==> config.mk <==
export PLATFORM = sky130hd
export DESIGN_NAME = mrr_mod
export DESIGN_NICKNAME = d
export VERILOG_FILES = /design/src/mrr_pkg.sv /design/src/mrr_mod.sv
export SDC_FILE = /design/constraint.sdc
export NUM_CORES = 1
export LEC_CHECK = 0
export BUFFER_PORTS_ARGS = -buffer_cell sky130_fd_sc_hd__buf_2
export CELL_PAD_IN_SITES_DETAIL_PLACEMENT = 1
export CELL_PAD_IN_SITES_GLOBAL_PLACEMENT = 1
export CORE_MARGIN = 10
export CORE_UTILIZATION = 37
export DETAILED_ROUTE_END_ITERATION = 12
export GPL_ROUTABILITY_DRIVEN = 0
export PLACE_DENSITY_LB_ADDON = 0.12
export SYNTH_ARGS = -nofsm -noshare
export SYNTH_HDL_FRONTEND = slang
export SYNTH_SLANG_ARGS = --single-unit
==> constraint.sdc <==
create_clock -name clk -period 4.9 [get_ports clk]
set_input_delay 0.98 -clock clk [delete_from_list [all_inputs] [get_ports clk]]
set_output_delay 0.98 -clock clk [all_outputs]
set_load 0.01 [all_outputs]
==> src/mrr_pkg.sv <==
`timescale 1ns / 1ps
// ----------------------------------------------------------------------------
// mrr_pkg
// Shared constants, types and helper functions of the matrix ring rotator.
// ----------------------------------------------------------------------------
package mrr_pkg;

  localparam int MAX_DIM     = 16;
  localparam int DATA_WIDTH  = 32;

  // Fixed field widths of the ports
  localparam int COORD_W     = 4;
  localparam int COUNT_W     = 5;
  localparam int SHELL_W     = 4;
  localparam int AMT_W       = 32;
  localparam int VALUE_W     = 32;
  localparam int CFG_AW      = 4;
  localparam int CFG_DW      = 32;

  // Derived sizes
  localparam int STORE_DEPTH = MAX_DIM * MAX_DIM;
  localparam int RING_DEPTH  = 4 * (MAX_DIM - 1);
  localparam int STORE_AW    = $clog2(STORE_DEPTH);
  localparam int RING_AW     = $clog2(RING_DEPTH);
  localparam int RING_W      = $clog2(RING_DEPTH + 1);
  localparam int DIM_W       = $clog2(MAX_DIM);
  localparam int EFF_W       = $clog2(MAX_DIM + 1);
  localparam int GEO_W       = ((EFF_W > SHELL_W + 1) ? EFF_W : SHELL_W + 1) + 3;
  localparam int MCNT_W      = $clog2(AMT_W);

  typedef logic [DATA_WIDTH-1:0]   word_t;
  typedef logic signed [GEO_W-1:0] geo_t;

  typedef enum logic [1:0] {
    ACT_WRITE  = 2'd0,
    ACT_ROTATE = 2'd1,
    ACT_READ   = 2'd2,
    ACT_NONE   = 2'd3
  } action_t;

  typedef enum logic [1:0] {
    STAT_OK    = 2'd0,
    STAT_RANGE = 2'd1,
    STAT_DEGEN = 2'd2
  } status_t;

  typedef enum logic [1:0] {
    REG_ROWS   = 2'd0,
    REG_COLS   = 2'd1,
    REG_SHELL  = 2'd2,
    REG_AMOUNT = 2'd3
  } cfg_reg_t;

  typedef enum logic [2:0] {
    ST_IDLE,
    ST_READ,
    ST_MOD,
    ST_GATHER,
    ST_GDRAIN,
    ST_SCATTER,
    ST_SDRAIN
  } state_t;

  typedef struct packed {
    logic [EFF_W-1:0]   rows;
    logic [EFF_W-1:0]   cols;
    logic [SHELL_W-1:0] shell;
    logic [AMT_W-1:0]   amount;
  } cfg_t;

  typedef struct packed {
    logic                we;
    logic [STORE_AW-1:0] waddr;
    word_t               wdata;
    logic                re;
    logic [STORE_AW-1:0] raddr;
  } store_req_t;

  typedef struct packed {
    logic               we;
    logic [RING_AW-1:0] waddr;
    word_t              wdata;
    logic               re;
    logic [RING_AW-1:0] raddr;
  } ring_req_t;

  typedef struct packed {
    logic              start;
    logic [AMT_W-1:0]  dividend;
    logic [RING_W-1:0] divisor;
  } mod_req_t;

  typedef struct packed {
    logic              done;
    logic [RING_W-1:0] rem;
  } mod_rsp_t;

  function automatic logic [STORE_AW-1:0] store_addr(input int r, input int c);
    return STORE_AW'(r * MAX_DIM + c);
  endfunction

  function automatic word_t to_word(input logic signed [VALUE_W-1:0] v);
    logic signed [63:0] ext;
    ext = 64'(v);
    return ext[DATA_WIDTH-1:0];
  endfunction

  function automatic logic [VALUE_W-1:0] from_word(input logic signed [DATA_WIDTH-1:0] w);
    logic signed [63:0] ext;
    ext = 64'(w);
    return ext[VALUE_W-1:0];
  endfunction

endpackage

==> src/mrr_mod.sv <==
`timescale 1ns / 1ps
// ----------------------------------------------------------------------------
// mrr_mod
// Bit-serial remainder unit: normalizes a signed amount into 0 .. n-1.
// ----------------------------------------------------------------------------
module mrr_mod import mrr_pkg::*; (
  input  logic     clk,
  input  logic     rst_n,
  input  mod_req_t req,
  output mod_rsp_t rsp
);

  logic              act_r;
  logic              done_r;
  logic [MCNT_W-1:0] cnt_r;
  logic [AMT_W-1:0]  mag_r;
  logic              neg_r;
  logic [RING_W-1:0] div_r;
  logic [RING_W-1:0] rem_r;
  logic [RING_W-1:0] res_r;

  logic [RING_W:0]   rem_sh;
  logic [RING_W:0]   rem_sub;
  logic [RING_W-1:0] rem_nx;
  logic [RING_W-1:0] res_nx;

  // Shift in one dividend bit, subtract the divisor when it fits
  always_comb begin
    rem_sh  = {rem_r, mag_r[AMT_W-1]};
    rem_sub = rem_sh - {1'b0, div_r};
    rem_nx  = (rem_sh >= {1'b0, div_r}) ? rem_sub[RING_W-1:0] : rem_sh[RING_W-1:0];
    res_nx  = (neg_r && (rem_nx != '0)) ? (div_r - rem_nx) : rem_nx;
  end

  always_ff @(posedge clk) begin
    if (!rst_n) begin
      act_r  <= 1'b0;
      done_r <= 1'b0;
    end else begin
      done_r <= 1'b0;
      if (req.start) begin
        act_r <= 1'b1;
      end else if (act_r && (cnt_r == MCNT_W'(AMT_W - 1))) begin
        act_r  <= 1'b0;
        done_r <= 1'b1;
      end
    end
  end

  always_ff @(posedge clk) begin
    if (req.start) begin
      cnt_r <= '0;
      neg_r <= req.dividend[AMT_W-1];
      mag_r <= req.dividend[AMT_W-1] ? (AMT_W'(0) - req.dividend) : req.dividend;
      div_r <= req.divisor;
      rem_r <= '0;
    end else if (act_r) begin
      cnt_r <= cnt_r + 1'b1;
      mag_r <= {mag_r[AMT_W-2:0], 1'b0};
      rem_r <= rem_nx;
      res_r <= res_nx;
    end
  end

  assign rsp.done = done_r;
  assign rsp.rem  = res_r;

endmodule

==> key figures <==
Clock network
  • CTS tree: yes
  • Clock Path Buffers: 2
  • H-tree depth: 3
  • Clock transition at path regs: 70 ps
  • Post-CTS Setup Inserts: 0
  • CTS buffer count: 9
  • Clk sink count: just under 60
  • Hold_buf cts: 0
  • Root buffer cell: clkbuf_8
  • Worst-Skew Late Latency: 340 ps
  • Post_cts resized: 0

Worst hold path
  • Hold Crit Class: reg2reg
  • Hold path depth: 2

Worst setup path
  • Critical path origin: mag_r[31]
  • Crit-path slowest cell: fa_1
  • Cell chain of the critical path: inv_1, ha_1, fa_1, and2_1, and3_1, a21boi_0, nand2_1, nor2_1, nor2_1, ha_1, o221a_2, or3_1, a21oi_1, a21oi_1
  • R2R cell count: 14
  • Reg2reg setup slack: roughly 1300 ps
  • WP data arrival: 3680 ps
  • Worst setup path class: reg2reg
  • Worst setup EP type: register
  • Req. time, crit path: 4970 ps
  • Crit path to: res_r[4]
  • Worst path buffer plus inverter count: 1
  • CP top delay family: simple AND/OR/NAND/NOR gates
  • Reg2reg end: res_r[4]
  • Max FO, Critical Path: 4
  • Slowest stage delay, CP: 480 ps
  • FF-to-FF Start: mag_r[31]
  • CP Depth: 14
  • Startpoint types: register

Yosys
  • Mapped Nets: about 400
  • Commonest cells post-synth: nor2_1, edfxtp_1, a21oi_1, xor2_1, o21ai_0
  • Area leader, netlist: edfxtp_1
  • Synthesis Warnings: 0
  • Primary FF master, synth: edfxtp_1
  • Flops & latches, synth: 58
  • Sequential-to-total area share from yosys stat: 46.4%
  • Post-synth ARST share: 0%
  • Area contributors post-synth: edfxtp_1, xor2_1, dfxtp_1
  • Syn Area/Cell: 9.95 um2
  • Post-Syn Instances: 349
  • Yosys top cell area share: between 30% and 40%
  • Synth unique cells: 52
  • Post-synth EDFFs: 45
  • Netlist Area Pre-Place: 3470 um2
  • Most numerous cell in the Yosys netlist: nor2_1

Outcome
  • Status: complete, no violations

Global routing
  • Final global-route overflow total: 0
  • Vias in the first global route: 2929
  • Antenna violations before repair: 1
  • First-pass GRT wire length: 14.3 mm
  • Pin count of the biggest net entering global routing: between 70 and 80
  • Global Route Usage Sum: 13.2%

Routing
  • Drt total wl: 8.47 mm
  • Via count: 2746
  • Post-route ant nets: 0
  • Router iterations before antenna repair: 4
  • DRT iter0 DRCs: 98
  • Vias per cell: 5.36
  • WL/cell: between 15 and 20 um
  • DR DRC count: 0

Floorplan
  • Die Span Y: 117 um
  • Die Footprint: 13700 um2
  • Num ports: 48
  • Row count: 35
  • Core area: about 9200 um2
  • Die X: ~120 um
  • Initial core utilization: 37.7%

STA
  • Setup TNS: 0 ps
  • Final setup margin: between 1000 and 1500 ps
  • Slew headroom: 48.8%
  • RSZ-0062 raised after global routing: false
  • Worst slew pin tran: 769 ps
  • Max Clk Rate: roughly 280 MHz
  • Fin crit period: about 3600 ps
  • Clock Skew: 5.09 ps
  • Final Max Slew Viols: 0
  • Setup Viol. Count Final: 0
  • Final Hold Fails: 0
  • Final Cycle Share: 73.7%

Placement
  • Post-placement setup slack: between 1000 and 1500 ps
  • Inst Count DP: 496
  • Port Buf Inserts: 47
  • Hpwl dp: 6.22 mm

Final layout
  • Net count, final: 451
  • Register area: 1610 um2
  • Finished Layout Cells: 512
  • Final Core Density: between 40% and 50%
  • Antenna diodes: 0
  • Area of the multi-input gates: 1730 um2
  • Fill count: 1057
  • Area Overhead vs Synth: 15.9%
  • Share of cells above drive strength 1: between 10% and 20%

Power
  • VDD IR max: 119 uV
  • Lkg Pwr: about 1.7 nW
  • PwrDens: 334 nW/um2

Job
  • MaxCap Viol Count: 0
[through the flow]
stage | total power, mW | area, um2 | hold WS [ps]
floorplan | 0.795 | 3470 | 417
global placement | 0.878 | 3810 | 435
detailed placement | 0.884 | 3810 | 454
CTS | 1.37 | 4020 | 471
global route | 1.42 | 4020 | 510
finish | 1.34 | 4020 | 469
[cell type report]
cell class / count / area share [%]
multi-input combinational: 259 / 43.1
sequential: 58 / 40.0
timing repair buffer: 50 / 6.41
clock buffer: 12 / 4.66
tap: 111 / 3.45
inverter: 18 / 1.68
clock inverter: 4 / 0.653
[kinds of logic after synthesis]
kind of cell	after synthesis	synth area share, %
adders and majority gates	15	5.55
xor gates and xnor gates	36	9.08
buffers and inverters	32	3.60
AOI/OAI and AO/OA	97	17.9
muxes	8	2.31
DFF	58	46.4
and+or+nand+nor	103	15.1
[worst min-delay path by stage]
stage,startpoint,slack [ps],endpoint
2_1_floorplan,rem_r[5],420,rem_r[5]
3_3_place_gp,rem_r[5],430,rem_r[5]
3_5_place_dp,rem_r[5],450,rem_r[5]
4_1_cts,rem_r[5],470,rem_r[5]
5_1_grt,rem_r[5],510,rem_r[5]
6_report,rem_r[5],470,rem_r[5]
[where the power goes]
| group | switching, mW | internal (mW) |
|---|---|---|
| Sequential | 0.0204 | 0.587 |
| Combinational | 0.153 | 0.110 |
| Clock | 0.213 | 0.261 |
| Total | 0.386 | 0.958 |
[flip-flops by register name, summed over array words and instances (netlist names)]
signal and count:
rem_r 6, mag_r 32, done_r 1, div_r 6
res_r 6, neg_r 1, cnt_r 5, act_r 1
[worst min-delay path, stage by stage, from the launching register on]
cell and delay [ps]:
dfxtp_1 330, nand2_1 50, o21ai_0 60
[cells in the final DEF (no fill, tap or decap), types with 3 or more instances in the layout]
cell type and count:
o21a_1 4, buf_4 3, a21o_1 3, nand2b_1 3, nor2_1 46, clkbuf_8 10, or4_1 3, edfxtp_1 45
nor2b_1 6, or3_1 7, xor2_1 31, buf_2 47, o41ai_1 5, o21ai_0 20, o31ai_1 7, ha_1 13
xnor2_1 5, and2_1 3, nand2_1 15, mux2i_1 8, inv_1 18, nor3_1 3, a21oi_1 39, and3_1 5
dfxtp_1 13
[layer usage]
metal	vias up	global-route usage (%)	share of wire, %
met4	0	4.45	0.92
met2	50	22.4	49
met3	7	4.08	4.9
met5	-	0	0
li1	1372	-	-
met1	1317	15.5	45
Power figures use the tool's default switching activity.
