## config.mk

```make
export PLATFORM = sky130hd
export DESIGN_NAME = mrr_ctrl
export DESIGN_NICKNAME = d
export VERILOG_FILES = /design/src/mrr_pkg.sv /design/src/mrr_ctrl.sv
export SDC_FILE = /design/constraint.sdc
export NUM_CORES = 1
export LEC_CHECK = 0
export ABC_AREA = 0
export BUFFER_PORTS_ARGS = -buffer_cell sky130_fd_sc_hd__buf_2
export CORE_UTILIZATION = 40
export CTS_BUF_LIST = sky130_fd_sc_hd__clkbuf_16
export CTS_CLUSTER_DIAMETER = 40
export CTS_CLUSTER_SIZE = 12
export DETAILED_ROUTE_END_ITERATION = 7
export GPL_TIMING_DRIVEN = 0
export PLACE_DENSITY_LB_ADDON = 0.08
export SETUP_SLACK_MARGIN = 0.1
export SLEW_MARGIN = 40
export SYNTH_ARGS = -nofsm -noshare
export SYNTH_HDL_FRONTEND = slang
export SYNTH_SLANG_ARGS = --single-unit
```

## constraint.sdc

```tcl
create_clock -name clk -period 8.2 [get_ports clk]
set_input_delay 0.41 -clock clk [delete_from_list [all_inputs] [get_ports clk]]
set_output_delay 0.41 -clock clk [all_outputs]
set_load 0.005 [all_outputs]
```

## src/mrr_pkg.sv

```systemverilog
`timescale 1ns / 1ps
// ----------------------------------------------------------------------------
// mrr_pkg
// Shared constants, types and helper functions of the matrix ring rotator.
// ----------------------------------------------------------------------------
package mrr_pkg;

  localparam int MAX_DIM     = 16;
  localparam int DATA_WIDTH  = 32;

  // Fixed field widths of the ports
  localparam int COORD_W     = 4;
  localparam int COUNT_W     = 5;
  localparam int SHELL_W     = 4;
  localparam int AMT_W       = 32;
  localparam int VALUE_W     = 32;
  localparam int CFG_AW      = 4;
  localparam int CFG_DW      = 32;

  // Derived sizes
  localparam int STORE_DEPTH = MAX_DIM * MAX_DIM;
  localparam int RING_DEPTH  = 4 * (MAX_DIM - 1);
  localparam int STORE_AW    = $clog2(STORE_DEPTH);
  localparam int RING_AW     = $clog2(RING_DEPTH);
  localparam int RING_W      = $clog2(RING_DEPTH + 1);
  localparam int DIM_W       = $clog2(MAX_DIM);
  localparam int EFF_W       = $clog2(MAX_DIM + 1);
  localparam int GEO_W       = ((EFF_W > SHELL_W + 1) ? EFF_W : SHELL_W + 1) + 3;
  localparam int MCNT_W      = $clog2(AMT_W);

  typedef logic [DATA_WIDTH-1:0]   word_t;
  typedef logic signed [GEO_W-1:0] geo_t;

  typedef enum logic [1:0] {
    ACT_WRITE  = 2'd0,
    ACT_ROTATE = 2'd1,
    ACT_READ   = 2'd2,
    ACT_NONE   = 2'd3
  } action_t;

  typedef enum logic [1:0] {
    STAT_OK    = 2'd0,
    STAT_RANGE = 2'd1,
    STAT_DEGEN = 2'd2
  } status_t;

  typedef enum logic [1:0] {
    REG_ROWS   = 2'd0,
    REG_COLS   = 2'd1,
    REG_SHELL  = 2'd2,
    REG_AMOUNT = 2'd3
  } cfg_reg_t;

  typedef enum logic [2:0] {
    ST_IDLE,
    ST_READ,
    ST_MOD,
    ST_GATHER,
    ST_GDRAIN,
    ST_SCATTER,
    ST_SDRAIN
  } state_t;

  typedef struct packed {
    logic [EFF_W-1:0]   rows;
    logic [EFF_W-1:0]   cols;
    logic [SHELL_W-1:0] shell;
    logic [AMT_W-1:0]   amount;
  } cfg_t;

  typedef struct packed {
    logic                we;
    logic [STORE_AW-1:0] waddr;
    word_t               wdata;
    logic                re;
    logic [STORE_AW-1:0] raddr;
  } store_req_t;

  typedef struct packed {
    logic               we;
    logic [RING_AW-1:0] waddr;
    word_t              wdata;
    logic               re;
    logic [RING_AW-1:0] raddr;
  } ring_req_t;

  typedef struct packed {
    logic              start;
    logic [AMT_W-1:0]  dividend;
    logic [RING_W-1:0] divisor;
  } mod_req_t;

  typedef struct packed {
    logic              done;
    logic [RING_W-1:0] rem;
  } mod_rsp_t;

  function automatic logic [STORE_AW-1:0] store_addr(input int r, input int c);
    return STORE_AW'(r * MAX_DIM + c);
  endfunction

  function automatic word_t to_word(input logic signed [VALUE_W-1:0] v);
    logic signed [63:0] ext;
    ext = 64'(v);
    return ext[DATA_WIDTH-1:0];
  endfunction

  function automatic logic [VALUE_W-1:0] from_word(input logic signed [DATA_WIDTH-1:0] w);
    logic signed [63:0] ext;
    ext = 64'(w);
    return ext[VALUE_W-1:0];
  endfunction

endpackage

```

## src/mrr_ctrl.sv

```systemverilog
`timescale 1ns / 1ps
// ----------------------------------------------------------------------------
// mrr_ctrl
// Item sequencer: element access, ring walk, gather and scatter passes.
// ----------------------------------------------------------------------------
module mrr_ctrl import mrr_pkg::*; (
  input  logic                clk,
  input  logic                rst_n,
  input  cfg_t                cfg,
  input  logic                start,
  output logic                busy,
  input  logic [1:0]          in_action,
  input  logic [COORD_W-1:0]  in_row_index,
  input  logic [COORD_W-1:0]  in_column_index,
  input  logic [VALUE_W-1:0]  in_write_value,
  output logic                out_valid,
  output logic [VALUE_W-1:0]  out_read_value,
  output logic [1:0]          out_status,
  output store_req_t          store_req,
  input  word_t               store_rdata,
  output ring_req_t           ring_req,
  input  word_t               ring_rdata,
  output mod_req_t            mod_req,
  input  mod_rsp_t            mod_rsp
);

  state_t state_r, state_nxt;

  action_t act;
  logic    accept;
  logic    coord_ok;
  logic    degen;
  geo_t    h_c, w_c, n_c;
  logic [STORE_AW-1:0] item_addr;
  logic [STORE_AW-1:0] walk_addr;

  // Ring geometry, latched on a rotate
  logic [DIM_W-1:0]   minr_r, maxr_r, minc_r, maxc_r;
  logic [RING_W-1:0]  n_r;
  logic [RING_W-1:0]  k_r;
  logic [RING_AW-1:0] j_r;
  logic [DIM_W-1:0]   cur_r_r, cur_c_r;
  logic [DIM_W-1:0]   nxt_r, nxt_c;
  logic               last_k;
  logic [RING_AW-1:0] j_next;

  // One-stage pending write after a memory read
  logic                pend_g_r, pend_s_r;
  logic [RING_AW-1:0]  pend_ring_r;
  logic [STORE_AW-1:0] pend_store_r;

  logic                out_valid_r;
  logic [VALUE_W-1:0]  out_value_r;
  logic [1:0]          out_status_r;

  assign act    = action_t'(in_action);
  assign accept = start && (state_r == ST_IDLE);
  assign busy   = (state_r != ST_IDLE);

  always_comb begin
    coord_ok  = (int'(in_row_index) < int'(cfg.rows)) &&
                (int'(in_column_index) < int'(cfg.cols));
    item_addr = store_addr(int'(in_row_index), int'(in_column_index));
    h_c       = geo_t'(cfg.rows) - geo_t'(cfg.shell) - geo_t'(cfg.shell) + geo_t'(1);
    w_c       = geo_t'(cfg.cols) - geo_t'(cfg.shell) - geo_t'(cfg.shell) + geo_t'(1);
    n_c       = geo_t'(2) * (h_c + w_c);
    degen     = (cfg.shell == '0) || (h_c < geo_t'(1)) || (w_c < geo_t'(1)) ||
                (n_c > geo_t'(RING_DEPTH));
  end

  // Counterclockwise walk: down left wall, along bottom, up right wall, back on top
  always_comb begin
    nxt_r = cur_r_r;
    nxt_c = cur_c_r;
    if ((cur_c_r == minc_r) && (cur_r_r < maxr_r)) begin
      nxt_r = cur_r_r + 1'b1;
    end else if ((cur_r_r == maxr_r) && (cur_c_r < maxc_r)) begin
      nxt_c = cur_c_r + 1'b1;
    end else if ((cur_c_r == maxc_r) && (cur_r_r > minr_r)) begin
      nxt_r = cur_r_r - 1'b1;
    end else begin
      nxt_c = cur_c_r - 1'b1;
    end
    walk_addr = store_addr(int'(cur_r_r), int'(cur_c_r));
    last_k    = (k_r == (n_r - RING_W'(1)));
    j_next    = ((RING_W'(j_r) + RING_W'(1)) == n_r) ? '0 : (j_r + 1'b1);
  end

  // Next state
  always_comb begin
    state_nxt = state_r;
    case (state_r)
      ST_IDLE: begin
        if (accept) begin
          if ((act == ACT_READ) && coord_ok) begin
            state_nxt = ST_READ;
          end else if ((act == ACT_ROTATE) && !degen) begin
            state_nxt = ST_MOD;
          end
        end
      end
      ST_READ:    state_nxt = ST_IDLE;
      ST_MOD: begin
        if (mod_rsp.done) begin
          state_nxt = ST_GATHER;
        end
      end
      ST_GATHER: begin
        if (last_k) begin
          state_nxt = ST_GDRAIN;
        end
      end
      ST_GDRAIN:  state_nxt = ST_SCATTER;
      ST_SCATTER: begin
        if (last_k) begin
          state_nxt = ST_SDRAIN;
        end
      end
      ST_SDRAIN:  state_nxt = ST_IDLE;
      default:    state_nxt = ST_IDLE;
    endcase
  end

  // Memory and divider requests
  always_comb begin
    store_req          = '0;
    store_req.waddr    = item_addr;
    store_req.wdata    = to_word(in_write_value);
    store_req.raddr    = item_addr;
    ring_req           = '0;
    ring_req.raddr     = RING_AW'(k_r);
    mod_req.start      = 1'b0;
    mod_req.dividend   = cfg.amount;
    mod_req.divisor    = RING_W'(n_c);
    case (state_r)
      ST_IDLE: begin
        store_req.we  = accept && (act == ACT_WRITE) && coord_ok;
        store_req.re  = accept && (act == ACT_READ) && coord_ok;
        mod_req.start = accept && (act == ACT_ROTATE) && !degen;
      end
      ST_GATHER: begin
        store_req.re    = 1'b1;
        store_req.raddr = walk_addr;
      end
      ST_SCATTER: begin
        ring_req.re = 1'b1;
      end
      default: begin
      end
    endcase
    // Land the word fetched in the previous cycle
    ring_req.we    = pend_g_r;
    ring_req.waddr = pend_ring_r;
    ring_req.wdata = store_rdata;
    if (pend_s_r) begin
      store_req.we    = 1'b1;
      store_req.waddr = pend_store_r;
      store_req.wdata = ring_rdata;
    end
  end

  always_ff @(posedge clk) begin
    if (!rst_n) begin
      state_r     <= ST_IDLE;
      pend_g_r    <= 1'b0;
      pend_s_r    <= 1'b0;
      out_valid_r <= 1'b0;
    end else begin
      state_r     <= state_nxt;
      pend_g_r    <= (state_r == ST_GATHER);
      pend_s_r    <= (state_r == ST_SCATTER);
      out_valid_r <= (accept && (state_nxt == ST_IDLE)) ||
                     (state_r == ST_READ) || (state_r == ST_SDRAIN);
    end
  end

  always_ff @(posedge clk) begin
    case (state_r)
      ST_IDLE: begin
        out_value_r <= '0;
        if ((act == ACT_WRITE || act == ACT_READ) && !coord_ok) begin
          out_status_r <= STAT_RANGE;
        end else if ((act == ACT_ROTATE) && degen) begin
          out_status_r <= STAT_DEGEN;
        end else begin
          out_status_r <= STAT_OK;
        end
        minr_r <= DIM_W'(int'(cfg.shell) - 1);
        minc_r <= DIM_W'(int'(cfg.shell) - 1);
        maxr_r <= DIM_W'(int'(cfg.rows) - int'(cfg.shell));
        maxc_r <= DIM_W'(int'(cfg.cols) - int'(cfg.shell));
        n_r    <= RING_W'(n_c);
      end
      ST_READ: begin
        out_value_r  <= from_word(store_rdata);
        out_status_r <= STAT_OK;
      end
      ST_MOD: begin
        j_r     <= RING_AW'(mod_rsp.rem);
        k_r     <= '0;
        cur_r_r <= minr_r;
        cur_c_r <= minc_r;
      end
      ST_GATHER: begin
        pend_ring_r <= j_r;
        j_r         <= j_next;
        k_r         <= k_r + 1'b1;
        cur_r_r     <= nxt_r;
        cur_c_r     <= nxt_c;
      end
      ST_GDRAIN: begin
        k_r     <= '0;
        cur_r_r <= minr_r;
        cur_c_r <= minc_r;
      end
      ST_SCATTER: begin
        pend_store_r <= walk_addr;
        k_r          <= k_r + 1'b1;
        cur_r_r      <= nxt_r;
        cur_c_r      <= nxt_c;
      end
      ST_SDRAIN: begin
        out_value_r  <= '0;
        out_status_r <= STAT_OK;
      end
      default: begin
      end
    endcase
  end

  assign out_valid      = out_valid_r;
  assign out_read_value = out_value_r;
  assign out_status     = out_status_r;

  // The store is only read while the ring is gathered
  a_no_store_write_in_gather: assert property (@(posedge clk) disable iff (!rst_n)
    (state_r == ST_GATHER) |-> !store_req.we)
    else $error("store written during gather");

  a_k_in_ring: assert property (@(posedge clk) disable iff (!rst_n)
    (state_r == ST_GATHER || state_r == ST_SCATTER) |-> (k_r < n_r))
    else $error("ring position beyond perimeter");

  // A full lap brings the walker back to the top-left corner
  a_walk_closes: assert property (@(posedge clk) disable iff (!rst_n)
    (state_r == ST_SDRAIN) |-> (cur_r_r == minr_r && cur_c_r == minc_r))
    else $error("ring walk did not close");

  a_mod_in_range: assert property (@(posedge clk) disable iff (!rst_n)
    mod_rsp.done |-> (mod_rsp.rem < n_r))
    else $error("normalized amount not below perimeter");

endmodule

```

==> flow_summary.json <==
{
  "relSlewSlack_pct": 51.0,
  "synth_xor_area_share_pct": 6.12,
  "gp_congestion": 0.820,
  "nets": 1152,
  "slew_viol_final": 0,
  "worst_pin_slew_ps": 735,
  "finalHoldViolCount": 0,
  "synth.area.mux_share_pct": 8.02,
  "syn_inst": 611,
  "wl_per_cell_um": 15.6,
  "tns_ps": 0,
  "max_stage_delay_ps": 560,
  "end_kind": "output port",
  "cts_root_buf": "clkbuf_16",
  "dp_worst_setup_slack_ps": 3060,
  "drive_above_1_share_pct": 47.3,
  "worstPathRequired_ps": 7790,
  "rsz0062_at_grt": "false",
  "initial_utilization_pct": 41.1,
  "synth_top_family_by_area": "adder cells",
  "firstDrtPassIters": 4,
  "cts_hold_buffers": 0,
  "cts_tree": "done",
  "num_rows": 46,
  "grt_pass1_wl_um": 25600,
  "antenna_found_initial": 0,
  "synth.avg_cell_area_um2": 10.8,
  "die_h_um": 130,
  "synth-simple-area-share_pct": 11.6,
  "final.setup.worst_slack_ps": 3060,
  "netlist_top_cells_area": "edfxtp_1 39%, ha_1 11%, mux2_2 7.9%",
  "post-route-period-util_pct": 62.7,
  "synth_flop_cell": "edfxtp_1",
  "fmax_mhz": 194,
  "grt_start_max_net_pins": 18,
  "placedCellCount": 1129,
  "synthDistinctLibCells": 59,
  "clk_latency_ps": 350,
  "worstPathArrival_ps": 4730,
  "drtIter0Drc": 218,
  "ant_nets": 0,
  "async_reset_ff_share_pct": 0,
  "synth_seq_cells": 91,
  "drt-vias-per-instance": 4.81,
  "synth-compound-area-share_pct": 9.16,
  "holdWs_ps": 341,
  "yosys.area.top_type_share_pct": 38.8,
  "max-clock-path-buffers": 2,
  "die_w_um": 130,
  "crit_path_top_delay_cell": "or4_4",
  "critical_path_class": "in2out",
  "diodes": 0,
  "drc": 0,
  "synthesis.area_um2": 6580,
  "numCtsBuffers": 9,
  "final_cells": 1145,
  "yosysTopAreaCell": "edfxtp_1",
  "clk_pin_slew_ps": 70,
  "cp_max_fo": 7,
  "status": "complete, no violations",
  "vias": 5511,
  "max-cap-violations": 0,
  "synth_fa_ha_area_share_pct": 13.3,
  "power_leakage_nw": 4.31,
  "utilization_pct": 54.4,
  "finalSetupViolCount": 0,
  "clock_skew_ps": 11.6,
  "core_area_um2": 16000,
  "wirelength_um": 17900,
  "cts.sink_count": 91,
  "grt_use_total_pct": 20.1,
  "port_buffers": 299,
  "power_mw": 1.72,
  "hp-class": "in2reg",
  "dpl_cell_area_um2": 8410,
  "areaGrowthSynthToFinish_pct": 32.3,
  "cts_setup_buffers": 0,
  "die_area_um2": 17000,
  "dp_hpwl_um": 15100,
  "htree_levels": 3,
  "synth_fp_nets": 839,
  "cts_resized": 0,
  "grt_pass1_vias": 5232,
  "fin_crit_ps": 5140,
  "powerDensity_nw_per_um2": 197,
  "ys_warn_count": 0,
  "final_area_um2": 8710,
  "ios": 333,
  "peakVddDrop_uv": 208,
  "ys_seq_area_share_pct": 40.6,
  "synth_edf_count": 85,
  "path_cells": "buf_2, ha_1, inv_1, fa_1, inv_1, ha_1, inv_1, ha_1, fa_1, a21o_1, a21oi_1, xnor2_1, ha_1, nor3b_1, o211ai_1, o311ai_1, a31oi_1, or4_4, nand4_2, inv_1, buf_2",
  "grt_overflow": 0,
  "critPathLaunchType": "input port"
}
cell type report:
cell class	count	area (µm²)
plain buffers	79	544
clock buffers	9	225
clock inverters	7	75.1
fillers	1520	7290
inverters	49	184
multi-input cells	392	3200
flip-flops and latches	91	2670
well taps	216	270
repair buffers	302	1540
registers in the layout, indices dropped and copies added, names as in the netlist, 2 cells and up:
register        flops
n_r                 5
out_status          2
maxr_r              4
out_read_value     32
pend_ring_r         6
state_r             3
j_r                 6
pend_store_r        8
cur_r_r             4
minc_r              4
k_r                 6
maxc_r              4
cur_c_r             4
final timing paths:
check | start | end | slack [ps] | cells after the start
min reg2reg | j_r[5] | pend_ring_r[5] | 480 | 0
max reg2reg | state_r[2] | cur_c_r[1] | 5020 | 7
min | mod_rsp[1] | j_r[1] | 340 | 3
max | cfg[32] | mod_req[38] | 3060 | 21
power by group:
part | internal (mW) | switching, mW | total [mW]
Combinational | 0.326 | 0.358 | 0.684
Clock | 0.238 | 0.183 | 0.420
Sequential | 0.578 | 0.0352 | 0.613
per-layer routing:
metal  track usage [%]  wire (µm)  up-vias
met5                 0          0        -
met3              4.06        997       10
li1                  -          -     2713
met4              4.79        145        0
met2              37.8       9560      201
met1              23.0       7200     2587
placed cells by master, fill, tap and decap left out, types with 5 or more instances in the layout:
| master | count |
|---|---|
| buf_2 | 300 |
| edfxtp_1 | 85 |
| buf_4 | 67 |
| ha_1 | 59 |
| inv_1 | 49 |
| mux2_2 | 46 |
| nor2b_1 | 39 |
| nand2_1 | 29 |
| xnor2_1 | 26 |
| nor2_1 | 24 |
| xor2_1 | 20 |
| a21oi_1 | 17 |
| o21ai_0 | 17 |
| nand3_1 | 12 |
| a21o_1 | 12 |
| clkbuf_1 | 9 |
| clkbuf_16 | 9 |
| and3_1 | 7 |
| fa_1 | 7 |
| a211oi_1 | 6 |
| dfxtp_1 | 6 |
| o21a_1 | 5 |
| nand2b_1 | 5 |
| o21bai_1 | 5 |
cell usage after synthesis (9+ instances only):
library cell and instances:
edfxtp_1 85, buf_4 66, ha_1 59, inv_1 48, mux2_2 46, nor2b_1 39, nand2_1 29, xnor2_1 26
nor2_1 24, xor2_1 20, o21ai_0 18, a21oi_1 17, a21o_1 12, nand3_1 12, clkbuf_1 9
logic make-up after synthesis:
kind of cell	after synthesis
AO/OA/AOI/OAI	90
XOR/XNOR	46
adder cells (fa/ha/maj)	66
buffers and inverters	128
flip-flops	91
multiplexers	47
other	1
AND/OR/NAND/NOR	142
critical path, delay by kind of cell:
family                     cells  cell delay, ps
AOI/OAI and AO/OA              5             820
and+or+nand+nor                3             910
buffers and inverters          6             510
xor gates and xnor gates       1             130
adders and majority gates      6            1960
No activity file was read; power rests on OpenSTA's default activity.
